### src/hdl/sepq_pkg.sv
package sepq_pkg;

   localparam int SEPQ_DEPTH  = 16;
   localparam int TIME_BITS   = 32;
   localparam int TAG_BITS    = 16;
   localparam int STATUS_BITS = 2;
   localparam int ENTRY_BITS  = 5;

   localparam logic OP_PUSH = 1'b0;
   localparam logic OP_POP  = 1'b1;

   localparam logic [STATUS_BITS-1:0] ST_OK         = 2'd0;
   localparam logic [STATUS_BITS-1:0] ST_POP_EMPTY  = 2'd1;
   localparam logic [STATUS_BITS-1:0] ST_PUSH_FULL  = 2'd2;

   typedef struct packed {
      logic                 opcode;
      logic [TIME_BITS-1:0] event_time;
      logic [TAG_BITS-1:0]  event_tag;
   } sepq_req_type;

   typedef struct packed {
      logic                   out_valid;
      logic [TIME_BITS-1:0]   out_time;
      logic [TAG_BITS-1:0]    out_tag;
      logic [STATUS_BITS-1:0] status;
      logic [ENTRY_BITS-1:0]  entry_total;
      logic                   is_empty;
   } sepq_rsp_type;

   typedef struct packed {
      logic                 valid;
      logic [TIME_BITS-1:0] event_time;
      logic [TAG_BITS-1:0]  event_tag;
   } slot_type;

   typedef struct packed {
      logic                 push;
      logic                 pop;
      logic [TIME_BITS-1:0] event_time;
      logic [TAG_BITS-1:0]  event_tag;
   } cell_cmd_type;

endpackage

### src/hdl/sepq_cell.sv
module sepq_cell import sepq_pkg::*; (
   input  logic         clock,
   input  logic         reset,
   input  cell_cmd_type cmd,
   input  slot_type     left_slot,
   input  logic         left_take,
   input  slot_type     right_slot,
   output slot_type     slot,
   output logic         take
);

   logic                 valid_ff, valid_in;
   logic [TIME_BITS-1:0] time_ff, time_in;
   logic [TAG_BITS-1:0]  tag_ff, tag_in;

   assign take = !valid_ff || (time_ff > cmd.event_time);

   always_comb begin
      valid_in = valid_ff;
      time_in  = time_ff;
      tag_in   = tag_ff;
      if (cmd.push) begin
         if (take) begin
            if (left_take) begin
               valid_in = left_slot.valid;
               time_in  = left_slot.event_time;
               tag_in   = left_slot.event_tag;
            end else begin
               valid_in = 1'b1;
               time_in  = cmd.event_time;
               tag_in   = cmd.event_tag;
            end
         end
      end else if (cmd.pop) begin
         valid_in = right_slot.valid;
         time_in  = right_slot.event_time;
         tag_in   = right_slot.event_tag;
      end
   end

   always_ff @(posedge clock) begin
      if (reset) begin
         valid_ff <= 1'b0;
      end else begin
         valid_ff <= valid_in;
      end
   end

   always_ff @(posedge clock) begin
      time_ff <= time_in;
      tag_ff  <= tag_in;
   end

   assign slot.valid      = valid_ff;
   assign slot.event_time = time_ff;
   assign slot.event_tag  = tag_ff;

endmodule

### src/hdl/sorted_event_priority_queue.sv
// Channel   Ports                         Direction   Moves
// req       req_valid req_stall req_item  in          push or pop item
// rsp       rsp_valid rsp_stall rsp_item  out         one result item per request
//
// One item per cycle while req_stall is low; each result appears in the cycle after its request is taken.
// A push compares its time against every cell at once; the row shifts in the same cycle.
// Reset empties the queue; slot contents are left as they are.
// req_stall is high while a result waits in the output register and rsp_stall is high.
module sorted_event_priority_queue import sepq_pkg::*; #(
   parameter int DEPTH = SEPQ_DEPTH
) (
   input  logic         clock,
   input  logic         reset,
   input  logic         req_valid,
   output logic         req_stall,
   input  sepq_req_type req_item,
   output logic         rsp_valid,
   input  logic         rsp_stall,
   output sepq_rsp_type rsp_item
);

   localparam int CNT_W = $clog2(DEPTH + 1);

   logic             accept;
   logic             is_full, is_none;
   logic [CNT_W-1:0] cnt_ff, cnt_in;
   logic             rsp_valid_ff, rsp_valid_in;
   sepq_rsp_type     rsp_ff, rsp_in;
   cell_cmd_type     cmd;
   slot_type         slots [DEPTH];
   logic             takes [DEPTH];

   assign req_stall = rsp_valid_ff && rsp_stall;
   assign accept    = req_valid && !req_stall;
   assign is_full   = (cnt_ff == CNT_W'(DEPTH));
   assign is_none   = (cnt_ff == '0);

   assign cmd.push       = accept && (req_item.opcode == OP_PUSH) && !is_full;
   assign cmd.pop        = accept && (req_item.opcode == OP_POP) && !is_none;
   assign cmd.event_time = req_item.event_time;
   assign cmd.event_tag  = req_item.event_tag;

   for (genvar i = 0; i < DEPTH; i++) begin : g_cell
      slot_type left_slot, right_slot;
      logic     left_take;
      if (i == 0) begin : g_head
         assign left_slot = '0;
         assign left_take = 1'b0;
      end else begin : g_body
         assign left_slot = slots[i-1];
         assign left_take = takes[i-1];
      end
      if (i == DEPTH - 1) begin : g_tail
         assign right_slot = '0;
      end else begin : g_inner
         assign right_slot = slots[i+1];
      end
      sepq_cell u_cell (
         .clock      (clock),
         .reset      (reset),
         .cmd        (cmd),
         .left_slot  (left_slot),
         .left_take  (left_take),
         .right_slot (right_slot),
         .slot       (slots[i]),
         .take       (takes[i])
      );
   end

   always_comb begin
      cnt_in = cnt_ff;
      if (cmd.push) begin
         cnt_in = cnt_ff + CNT_W'(1);
      end else if (cmd.pop) begin
         cnt_in = cnt_ff - CNT_W'(1);
      end
   end

   always_comb begin
      rsp_in       = rsp_ff;
      rsp_valid_in = rsp_valid_ff && rsp_stall;
      if (accept) begin
         rsp_valid_in        = 1'b1;
         rsp_in.out_valid    = cmd.pop;
         rsp_in.out_time     = cmd.pop ? slots[0].event_time : '0;
         rsp_in.out_tag      = cmd.pop ? slots[0].event_tag : '0;
         rsp_in.status       = ST_OK;
         if (req_item.opcode == OP_PUSH && is_full) begin
            rsp_in.status = ST_PUSH_FULL;
         end else if (req_item.opcode == OP_POP && is_none) begin
            rsp_in.status = ST_POP_EMPTY;
         end
         rsp_in.entry_total  = ENTRY_BITS'(cnt_in);
         rsp_in.is_empty     = (cnt_in == '0);
      end
   end

   always_ff @(posedge clock) begin
      if (reset) begin
         cnt_ff       <= '0;
         rsp_valid_ff <= 1'b0;
      end else begin
         cnt_ff       <= cnt_in;
         rsp_valid_ff <= rsp_valid_in;
      end
   end

   always_ff @(posedge clock) begin
      rsp_ff <= rsp_in;
   end

   assign rsp_valid = rsp_valid_ff;
   assign rsp_item  = rsp_ff;

endmodule
### config.mk
export PLATFORM = sky130hd
export DESIGN_NAME = sorted_event_priority_queue
export DESIGN_NICKNAME = d
export VERILOG_FILES = /design/src/hdl/sepq_pkg.sv /design/src/hdl/sepq_cell.sv /design/src/hdl/sorted_event_priority_queue.sv
export SDC_FILE = /design/constraint.sdc
export NUM_CORES = 2
export LEC_CHECK = 0
export ABC_AREA = 1
export BUFFER_PORTS_ARGS = -buffer_cell sky130_fd_sc_hd__buf_2
export CORE_AREA = 2 2 324 326
export DETAILED_ROUTE_END_ITERATION = 10
export DIE_AREA = 0 0 326 328
export PLACE_DENSITY_LB_ADDON = 0.08
export SLEW_MARGIN = 20
export SYNTH_ARGS = -nofsm -noshare
export SYNTH_HDL_FRONTEND = slang
export SYNTH_SLANG_ARGS = --single-unit
### constraint.sdc
create_clock -name clock -period 5.8 [get_ports clock]
set_input_delay 0.58 -clock clock [delete_from_list [all_inputs] [get_ports clock]]
set_output_delay 0.58 -clock clock [all_outputs]
set_load 0.05 [all_outputs]
==> impl_metrics.env <==
export IMPL_grt_ovfl_total=0
export IMPL_ant_nets=0
export IMPL_drc=0
export IMPL_drt_iter0_drc=5363
export IMPL_pwr_share_seq=0.421
export IMPL_post_cts_resized=0
export IMPL_area_growth_pct=8.16
export IMPL_clockBufferDepth=3
export IMPL_maxCapViolations=0
export IMPL_fin_setup_tns_ps=0
export IMPL_grt_max_degree=193
export IMPL_crit_start="g_cell[14].u_cell.time_ff[27]$_DFFE_PP_"
export IMPL_start_kind="register"
export IMPL_gp_congestion=0.954
export IMPL_rr_worst_depth=11
export IMPL_grt_total_usage=0.342
export IMPL_synth_edf_count=825
export IMPL_peakVddDrop_v=0.000227
export IMPL_async_flop_share=0
export IMPL_ys_warn_count=0
export IMPL_die_w_um=326
export IMPL_port_buffers=111
export IMPL_clock_skew_ps=32.2
export IMPL_crit_type="reg -> reg"
export IMPL_postSynthCellCount=7374
export IMPL_cts_buffers=101
export IMPL_ys_types=33
export IMPL_drt_pass1_iter_count=6
export IMPL_pwr_density_cell_mw_per_mm2=339
export IMPL_fmax_ghz=0.252
export IMPL_cp_required_ps=6220
export IMPL_tightest_slew_ps=1160
export IMPL_period_minus_slack_ps=3960
export IMPL_swShare=0.351
export IMPL_status="finished, final reports clean"
export IMPL_clkSinkCount=847
export IMPL_fin_nets=7928
export IMPL_placed_cell_area_sq_mm=0.0577
export IMPL_yosysSeqAreaShare=0.447
export IMPL_drv_slew=0
export IMPL_switchingPower_mw=7.24
export IMPL_core_sq_mm=0.103
export IMPL_fillers=9445
export IMPL_grt_pass1_wl_mm=277
export IMPL_cts_root_buf="clkbuf_16"
export IMPL_setup_viol=0
export IMPL_first_global_vias=45000
export IMPL_r2r_slack_ps=1840
export IMPL_wl_per_cell_um=21.0
export IMPL_final_util=0.591
export IMPL_initial_utilization=0.546
export IMPL_design_area_sq_mm=0.0610
export IMPL_hpwl_mm=121
export IMPL_path_max_fanout=24
export IMPL_synth_area_sq_mm=0.0564
export IMPL_crit_end="g_cell[15].u_cell.time_ff[30]$_SDFFCE_PN0P_"
export IMPL_die_h_um=328
export IMPL_vias=48100
export IMPL_antenna_found_initial=12
export IMPL_io_pins=112
export IMPL_hold_class="in -> reg"
export IMPL_min_period_over_period=0.683
export IMPL_synthFlopType="edfxtp_1"
export IMPL_grt_setup_unrepaired="no"
export IMPL_intPower_mw=13.4
export IMPL_hold_viol=0
export IMPL_dp_slack_ps=1400
export IMPL_worstPathArrival_ps=4380
export IMPL_finalPower_mw=20.6
export IMPL_vias_per_cell=5.44
export IMPL_rr_endpoint="g_cell[15].u_cell.time_ff[30]$_SDFFCE_PN0P_"
export IMPL_avgSynthCellArea_sq_um=7.64
export IMPL_slew_headroom=0.230
export IMPL_r2r_start="g_cell[14].u_cell.time_ff[27]$_DFFE_PP_"
export IMPL_pwr_share_clk=0.311
export IMPL_htree_levels=3
export IMPL_clock_latency_ps=700
export IMPL_end_kind="register"
export IMPL_worst_slack_ps=1840
export IMPL_synth_nets=7941
export IMPL_ys_ff_latch=847
export IMPL_post_cts_buffers=0
export IMPL_hold_buffers=0
export IMPL_wirelength_mm=185
export IMPL_die_area_sq_mm=0.107
export IMPL_cts_tree="done"
export IMPL_pwr_share_comb=0.268
export IMPL_leakagePower_nw=34.1
export IMPL_path_clk_slew_ps=60
export IMPL_rows=118
export IMPL_drive_above_1_share=0.0597
-- worst min-delay path by stage --
| stage | startpoint | end | cells past startpoint |
|---|---|---|---|
| floorplan | g_cell[15].u_cell.valid_ff$_SDFFE_PP0P_ | g_cell[15].u_cell.valid_ff$_SDFFE_PP0P_ | 2 |
| global placement | g_cell[15].u_cell.valid_ff$_SDFFE_PP0P_ | g_cell[15].u_cell.valid_ff$_SDFFE_PP0P_ | 2 |
| detailed placement | g_cell[15].u_cell.valid_ff$_SDFFE_PP0P_ | g_cell[15].u_cell.valid_ff$_SDFFE_PP0P_ | 2 |
| CTS | req_valid | rsp_valid$_SDFF_PP0_ | 3 |
| global route | req_valid | rsp_valid$_SDFF_PP0_ | 3 |
| finish | req_valid | rsp_valid$_SDFF_PP0_ | 3 |
-- final cells by class --
class | count | area, sq um | share of cell area
sequential | 847 | 25200 | 0.414
multi-input combinational | 5355 | 26100 | 0.429
inverter | 854 | 3210 | 0.0527
clock buffer | 126 | 2640 | 0.0433
clock inverter | 59 | 588 | 0.00964
timing repair buffer | 202 | 1410 | 0.0232
tap | 1380 | 1730 | 0.0283
antenna | 12 | 30.0 | 0.000492
-- through the flow --
step	instances	hold WS, ps
4_1_cts	8823	105
3_3_place_gp	8638	455
3_5_place_dp	8638	454
6_report	8835	122
2_1_floorplan	7374	439
5_1_grt	8830	155
-- worst max-delay path, stage by stage (launching register included) --
cell and delay [ps]:
edfxtp_1 470, ha_1 330, nand2_1 80, nor2_1 230, nand2_1 190, nor4_2 530, nand4_1 200, nand2_1 170
nand2_2 420, buf_4 380, o21ai_0 600, nor2_1 70
-- routing by layer --
| layer | wire [um] | share of wire | vias up | track usage |
|---|---|---|---|---|
| li1 | - | - | 23300 | - |
| met1 | 77000 | 0.42 | 22300 | 0.458 |
| met2 | 83400 | 0.45 | 2158 | 0.542 |
| met3 | 18600 | 0.10 | 351 | 0.0775 |
| met4 | 6060 | 0.033 | 8 | 0.124 |
| met5 | 290 | 0.0016 | - | 0.0124 |
-- power by group through the flow --
stage | Clock (mW) | Sequential [mW] | Combinational (mW)
final | 6.42 | 8.69 | 5.53
after global routing | 6.68 | 8.79 | 6.17
after floorplan | 0 | 8.70 | 3.63
after detailed placement | 0 | 8.79 | 5.40
after global placement | 0 | 8.78 | 5.27
after CTS | 6.47 | 8.67 | 5.43
-- sequential cells by signal (all words and copies together), names as in the netlist --
name                    cells
cnt_ff                      5
rsp_valid                   1
rsp_item                   57
g_cell.u_cell.time_ff     512
g_cell.u_cell.tag_ff      256
g_cell.u_cell.valid_ff     16
-- synth_stat cells (44+ instances only) --
library cell  instances  area share
edfxtp_1            825        0.44
buf_4                47      0.0063
a21oi_1             237       0.021
o21ai_0             173       0.015
nand4_1              49      0.0054
buf_2               144       0.013
nand2_2              55      0.0061
nand3_1             155       0.014
nand2_1            3771        0.25
ha_1                514        0.11
nor2_1              283       0.019
inv_1               852       0.057
buf_6                44      0.0088
clkbuf_1             78      0.0052
-- cell families (layout without fill, tap and decap cells) --
group                      Yosys count  after routing  synth area share
AOI/OAI and AO/OA                  478            478            0.0453
xor gates and xnor gates             4              4          0.000621
adders and majority gates          514            514             0.114
buffers and inverters             1172           1241            0.0902
DFF                                847            847             0.447
muxes                                9              9           0.00160
other                                0             12                 0
and+or+nand+nor                   4350           4350             0.301
-- cells in the final DEF (no fill, tap or decap), types with 2 or more instances in the layout --
cell and n:
nand2_1 3753, inv_1 850, edfxtp_1 825, ha_1 514, nor2_1 283, a21oi_1 237, o21ai_0 172, nand3_1 155
buf_2 111, clkbuf_16 102, buf_4 77, nand2_2 70, nand4_1 49, o21a_1 30, o21bai_1 25, clkbuf_1 24
clkinv_1 22, dfxtp_1 21, clkinv_2 20, buf_12 14, diode_2 12, nor3_1 12, bufinv_16 11, mux2i_1 9
nand2_4 7, a21o_1 6, o21ai_1 6, nor3_2 5, nor4_2 5, nor3b_2 5, nor2_2 4, xor2_1 4
clkinv_8 3, clkinvlp_4 3, inv_2 2
No activity file was read; power rests on OpenSTA's default activity.
